<file path="config.mk">
export PLATFORM = sky130hd
export DESIGN_NAME = sfl_cell
export DESIGN_NICKNAME = d
export VERILOG_FILES = /design/src/sv/assert_macros.svh /design/src/sv/sfl_pkg.sv /design/src/sv/sfl_cell.sv
export SDC_FILE = /design/constraint.sdc
export NUM_CORES = 2
export LEC_CHECK = 0
export BUFFER_PORTS_ARGS = -buffer_cell sky130_fd_sc_hd__buf_4
export CORE_MARGIN = 2
export CORE_UTILIZATION = 55
export DETAILED_ROUTE_END_ITERATION = 16
export GPL_TIMING_DRIVEN = 0
export PLACE_DENSITY = 0.79
export SYNTH_ARGS = -nofsm -noshare
export SYNTH_HDL_FRONTEND = slang
export SYNTH_SLANG_ARGS = --single-unit
</file>
<file path="constraint.sdc">
create_clock -name i_clk -period 4.55 [get_ports i_clk]
set_input_delay 0.6825 -clock i_clk [delete_from_list [all_inputs] [get_ports i_clk]]
set_output_delay 0.6825 -clock i_clk [all_outputs]
set_load 0.01 [all_outputs]
</file>
<file path="src/sv/assert_macros.svh">
// Assertion helpers. Each one is clocked on i_clk and disabled while i_rst_n is low.
`ifndef ASSERT_MACROS_SVH
`define ASSERT_MACROS_SVH

// The consequent must hold in the same cycle as the antecedent.
`define SFL_ASSERT_SAME(lbl, ante, cons) \
    lbl: assert property (@(posedge i_clk) disable iff (!i_rst_n) (ante) |-> (cons)) \
        else $error("assertion failed");

// The consequent must hold in the cycle after the antecedent.
`define SFL_ASSERT_NEXT(lbl, ante, cons) \
    lbl: assert property (@(posedge i_clk) disable iff (!i_rst_n) (ante) |=> (cons)) \
        else $error("assertion failed");

`endif

</file>
<file path="src/sv/sfl_pkg.sv">
`default_nettype none
package sfl_pkg;
    localparam int MAX_RADIUS = 31;
    localparam int MAX_LINE   = 4096;
    localparam int PIX_W      = 8;
    localparam int CHANNELS   = 4;
    localparam int WEIGHT_W   = 17;
    localparam int IDX_W      = 6;
    localparam int RAD_W      = 5;
    localparam int FRAC_W     = 16;

    typedef enum logic [3:0] {
        S_IDLE = 4'b0001,
        S_PAD  = 4'b0010,
        S_CALC = 4'b0100,
        S_OUT  = 4'b1000
    } t_state;

    typedef struct packed {
        logic                bcast;
        logic                shift;
        logic                shift_new;
        logic                load;
        logic [IDX_W-1:0]    load_idx;
        logic [WEIGHT_W-1:0] load_w;
    } t_cell_ctrl;
endpackage
`default_nettype wire

</file>
<file path="src/sv/sfl_cell.sv">
`default_nettype none
module sfl_cell #(
    parameter int INDEX = 0,
    parameter int TW    = 6,
    parameter int SUM_W = 31
) (
    input  wire logic                                           i_clk,
    input  wire sfl_pkg::t_cell_ctrl                            i_ctrl,
    input  wire logic [TW-1:0]                                  i_top,
    input  wire logic [sfl_pkg::CHANNELS*sfl_pkg::PIX_W-1:0]    i_px_in,
    input  wire logic [sfl_pkg::CHANNELS*sfl_pkg::PIX_W-1:0]    i_px_next,
    input  wire logic [sfl_pkg::CHANNELS-1:0][SUM_W-1:0]        i_sum_prev,
    output logic      [sfl_pkg::CHANNELS*sfl_pkg::PIX_W-1:0]    o_px,
    output logic      [sfl_pkg::CHANNELS-1:0][SUM_W-1:0]        o_sum
);
    localparam int PW = sfl_pkg::PIX_W;
    localparam int WW = sfl_pkg::WEIGHT_W;

    logic [WW-1:0]                             r_w;
    logic [sfl_pkg::CHANNELS*PW-1:0]           r_px;
    logic [sfl_pkg::CHANNELS*PW-1:0]           n_px;
    logic [sfl_pkg::CHANNELS-1:0][WW+PW-1:0]   r_prod;
    logic [sfl_pkg::CHANNELS-1:0][SUM_W-1:0]   r_sum;
    logic                                      w_is_top;
    logic                                      w_active;

    assign w_is_top = (i_top == TW'(INDEX));
    assign w_active = (TW'(INDEX) <= i_top);

    always_comb begin
        n_px = r_px;
        if (i_ctrl.bcast) begin
            n_px = i_px_in;
        end else if (i_ctrl.shift) begin
            if (w_is_top) begin
                n_px = i_ctrl.shift_new ? i_px_in : r_px;
            end else begin
                n_px = i_px_next;
            end
        end
    end

    always_ff @(posedge i_clk) begin
        if (i_ctrl.load && (32'(i_ctrl.load_idx) == INDEX)) begin
            r_w <= i_ctrl.load_w;
        end
        r_px <= n_px;
        for (int c = 0; c < sfl_pkg::CHANNELS; c++) begin
            r_prod[c] <= r_w * r_px[c*PW +: PW];
            r_sum[c]  <= i_sum_prev[c] + (w_active ? SUM_W'(r_prod[c]) : '0);
        end
    end

    assign o_px  = r_px;
    assign o_sum = r_sum;
endmodule
`default_nettype wire

</file>
Word-level counts from Yosys, hierarchy flattened
Index checks and enable logic that the tools add are counted.

word-level totals
  register bits after elaboration = 273

operators by class
  reduce and logical (&&, ||, !) cells = 5
  $lt $le $gt $ge = 1
  mux-type cells = 8
  $mul = 4
  eq/ne operators = 1
  add/subtract/negate cells = 4

operator list
  kind                number
  $mux 32             4
  $add 31x25->31      4
  $mul 17x8->25       4
  $mux 25             4
  $logic_not 6->1     2
  $le 1x6->1 const A  1
  $ne 3x3->1 const B  1
  $reduce_and 2->1    1
  $reduce_bool 2->1   1
  $logic_and 1x1->1   1

Longest topological paths before layout
  word-level depth = 4
  mapped depth = 20
  gate-level depth less buffers = 18

Worst setup path before layout
OpenSTA, ideal clock, no wires.

  kind = reg2reg
  start point = reg r_px, in the netlist o_px[10]
  end point = reg r_prod[47] in the netlist's numbering
  setup time = 0.123 ns
  setup slack = -0.301 ns
  arrival = 4.728 ns
  stages on the path, launching flop included = 18
  cells stage by stage = edfxtp_1 clkbuf_1 and2_1 fa_1 fa_1 fa_1 inv_1 fa_1 inv_1 ha_1 a21oi_1 o221ai_1 or4_1 a2bb2oi_1 a22o_1 o31ai_1 o21ai_1 xor2_1

between the ends
  word-level cells in the longest chain between the ends = 1

RTL lines
  item                             line            RTL
  from (decl)                      sfl_cell.sv:20  logic [sfl_pkg::CHANNELS*PW-1:0] r_px;
  from (signal assigned)           sfl_cell.sv:47  r_px <= n_px;
  $mul 17x8->25                    sfl_cell.sv:49  r_prod[c] <= r_w * r_px[c*PW +: PW];
  to (signal, indexed assignment)  sfl_cell.sv:49
  to (decl)                        sfl_cell.sv:22  logic [sfl_pkg::CHANNELS-1:0][WW+PW-1:0] r_prod;

No other way between the ends.
A chain may end at the register's enable or synchronous reset.

Final worst setup path
  start point = reg r_w[8]
  end point = reg r_prod[98] in the netlist's numbering

between the ends
  word-level cells in the longest chain between the ends = 1

RTL lines
  item                    line            RTL
  from (decl)             sfl_cell.sv:19  logic [WW-1:0] r_w;
  from (signal assigned)  sfl_cell.sv:45  r_w <= i_ctrl.load_w;
  $mul 17x8->25           sfl_cell.sv:49

No other way between the ends.

==> results.rst <==
.. list-table::
   :header-rows: 1

   * - Metric
     - Value
   * - Min Clock Period, post-route
     - between 5 and 6 ns
   * - Peak fanout along the critical path
     - 7
   * - Cell depth of the worst hold path
     - 1
   * - Final critical-path share of the clock period
     - 1.10
   * - DR WL/cell
     - around 20 um
   * - Max Clock Skew
     - about 0.032 ns
   * - Clock buffers created by TritonCTS
     - 36
   * - Core area
     - 52400 sq um
   * - Number of warning messages in the yosys log
     - 0
   * - Final Max Tran Viols
     - 0
   * - Top FF cell, synth
     - dfxtp_1
   * - Die Footprint
     - ~55000 sq um
   * - Mapped Nets
     - 3989
   * - Final setup viols
     - 41
   * - Number of clock sinks
     - between 200 and 300
   * - Library cell with the highest instance count after synthesis
     - inv_1
   * - Cell Area, Synth
     - approximately 30000 sq um
   * - Storage cell area
     - approximately 6000 sq um
   * - Count of flip-flops with a built-in enable after synthesis
     - about 50
   * - CTS hold repair buffers
     - 0
   * - Startpoint of the most critical hold path
     - i_ctrl[7]
   * - Number of library cell types mapped by synthesis
     - 85
   * - Share of final-layout standard cells stronger than drive strength 1
     - 0.261
   * - Clock tree from TritonCTS
     - built
   * - Worst-case hold path end point
     - r_w[7]$_DFFE_PP_
   * - Post-synthesis instance total
     - 3123
   * - Clock-pin transition on the worst setup and hold timing paths
     - ~0.060 ns
   * - Number of levels the H-tree was split into
     - 2
   * - Maximum frequency from static timing analysis
     - between 0.15 and 0.2 GHz
   * - Sequential area share after synthesis
     - 0.204
   * - Routed vias/inst
     - about 5.7
   * - Quantity of I/O buffers inserted on ports
     - approximately 380
   * - Site Rows
     - 84
   * - Required arrival time at the worst endpoint
     - 4.99 ns
   * - Die height
     - 234 um
   * - Pin count of the biggest net entering global routing
     - 18
   * - Placed cell count
     - 4192
   * - First-iteration detailed-routing DRC count
     - roughly 2k
   * - Wire length of the first global-routing pass
     - 130 mm
   * - Path category of the worst min-delay check
     - input pin to register
   * - Top cells by count, synth
     - 465 x inv_1, 457 x and2_1, 364 x fa_1
   * - Post-route ant nets
     - 0
   * - Unrepaired setup endpoints after global routing
     - yes
   * - Total power after layout
     - 24700 uW
   * - Post-synthesis cell type with the largest combined area
     - fa_1
   * - Reg2reg path depth
     - 18
   * - Failing checks
     - setup timing
   * - Pre-Repair DR Iteration Count
     - 9
   * - Total Routing Usage GR
     - 0.305
   * - Summed negative setup slack over all endpoints
     - -10.75 ns
   * - Critical Path Source Type
     - register
   * - Fillers
     - 3686
   * - Flip-flop and latch count after synthesis
     - about 270
   * - Avg Cell Area, Syn
     - about 9.3 sq um
   * - Fin area
     - between 30000 and 40000 sq um
   * - Final wirelength
     - between 80 and 90 mm
   * - GRT Residual Overflow
     - 0
   * - Final Hold Vio Count
     - 0
   * - Initial antenna violation count
     - 7
   * - Area grow syn2layout
     - 28.9%
   * - Slack of the worst reg-to-reg path
     - -0.48 ns
   * - Clk_lat worst skew
     - around 0.56 ns
   * - Critical Path Sink Type
     - register
   * - Critical R2R Launch
     - r_w[8]$_DFFE_PP_
   * - Finished Layout Cells
     - between 4k and 5k
   * - I/O pin count
     - 378
   * - Chip width
     - roughly 230 um
   * - DP HPWL
     - roughly 60 mm
   * - Buffer levels on the longest clock path
     - 3
   * - Status
     - complete, but fails checks
   * - Power density relative to cell area
     - 658 nW/um^2
   * - Max-cap violations
     - 0
   * - Final RePlAce weighted congestion
     - between 0.9 and 1
   * - Via count of the first global-routing pass
     - 24.8k
   * - Final worst-path setup slack
     - -0.478 ns
   * - Worst path arrival time
     - roughly 5.5 ns
   * - Remaining design rule violation count
     - 0
   * - WS Path Type
     - register to register
   * - VDD IR-drop max
     - approximately 0.00040 V
   * - Hold_ws
     - ~0.3 ns
   * - Cell leakage power
     - roughly 0.018 uW
   * - Slew at the pin closest to its max-slew limit
     - approximately 1.2 ns
   * - Synth top area share
     - 0.250
   * - Slew HR
     - 0.191
   * - Clock root buffer master
     - clkbuf_16
   * - Final layout net count
     - roughly 4.6k
   * - Initial Utilization
     - 0.556
   * - Overall via count from detail_route
     - approximately 25k
   * - Ranking of synthesized cells by area
     - fa_1 25%, dfxtp_1 15%, ha_1 12%, and2_1 9.8%, inv_1 6.0%
   * - Multi-input logic area
     - roughly 22000 sq um
   * - Reg-to-reg endpoint
     - r_prod[98]$_DFF_P_
   * - Area post-placement
     - around 33000 sq um
   * - Share of async-settable or async-resettable flops after synthesis
     - 0
[stage by stage]
step	worst slack, ns	utilization
after floorplan	-0.151	-
after global placement	-0.952	0.633
after detailed placement	-0.995	0.634
after CTS	-0.391	0.695
after global routing	-0.624	0.717
final	-0.478	0.717
[worst max-delay path: stages, from the launching register on]
cell      delay, ns
edfxtp_1       0.56
buf_8          0.24
buf_6          0.12
and2_4         0.15
fa_2           0.59
fa_2           0.43
fa_1           0.49
inv_1          0.06
fa_1           0.50
inv_2          0.05
ha_4           0.15
a21o_1         0.19
a21o_1         0.20
nor3_2         0.22
a211oi_2       0.12
a211oi_2       0.39
o221ai_1       0.17
a21oi_1        0.19
xnor2_1        0.09
[registers in the layout, summed over array words and instances, names as in the netlist]
| name | cells |
|---|---|
| r_prod | 100 |
| o_sum | 124 |
| r_w | 17 |
| o_px | 32 |
[report_power, final]
part | switching (uW) | internal (uW)
clock | 1100 | 1650
combinational | 9400 | 8640
sequential | 345 | 3600
[layer usage]
layer  wire (um)  GRT usage  part of all wire
met3        8920     0.0813              0.10
met2       41800      0.507              0.47
met1       32200      0.361              0.36
met4        5720      0.160             0.064
met5         117          0            0.0013
[cell families (layout without fill, tap and decap cells)]
kind of cell	count (synthesis)	in the layout	share of synthesized area
and+or+nand+nor	900	900	0.169
buffers and inverters	581	1220	0.0750
DFF	273	273	0.204
adders and majority gates	644	644	0.370
muxes	33	33	0.0127
xor gates and xnor gates	177	177	0.0532
other	0	7	0
AOI/OAI and AO/OA	515	515	0.116
[worst max path at each step]
stage / from / end / slack [ns] / cells after the start
final: r_w[8]$_DFFE_PP_ / r_prod[98]$_DFF_P_ / -0.48 / 18
after detailed placement: r_w[8]$_DFFE_PP_ / r_prod[47]$_DFF_P_ / -1.0 / 16
after global placement: r_w[8]$_DFFE_PP_ / r_prod[47]$_DFF_P_ / -0.95 / 16
after floorplan: o_px[10]$_DFFE_PP_ / r_prod[46]$_DFF_P_ / -0.15 / 18
after global routing: r_w[8]$_DFFE_PP_ / r_prod[22]$_DFF_P_ / -0.62 / 18
after CTS: o_px[23]$_DFFE_PP_ / r_prod[74]$_DFF_P_ / -0.39 / 17
[cell usage in the layout (no fill, tap or decap), drive strengths merged, types with 5 or more instances in the layout]
master   instances
nor2           104
o21bai          25
dfxtp          224
clkbuf         131
inv            466
nor4             5
o31ai           12
nand4           22
nand2          170
o21a            35
mux2            32
a21oi          164
xnor2          131
diode            7
nand3           30
o211ai          13
xor2            46
fa             364
o221ai           7
and2           457
a2111oi          9
nor3            23
o31a             7
a211oi          19
a21o            65
or3              8
ha             280
edfxtp          49
and3            12
nand2b          20
clkinv           9
a31oi           14
o21ai           88
nor2b           27
buf            612
[layout make-up]
cell class / instances / share of cell area
sequential: 273 / 0.158
clock buffer: 52 / 0.0289
clock inverter: 12 / 0.00176
buffer: 112 / 0.0272
multi-input combinational: 2269 / 0.592
timing repair buffer: 579 / 0.122
antenna: 7 / 0.000466
tap: 688 / 0.0229
inverter: 465 / 0.0464
[repair_timing]
item / in CTS / in global routing
cloned: 1 / 0
resized for setup: 260 / 186
buffers inserted: 133 / 70
pin swaps: 100 / 130
setup endpoints to repair: 59 / 49
No activity file was read; power rests on OpenSTA's default activity.
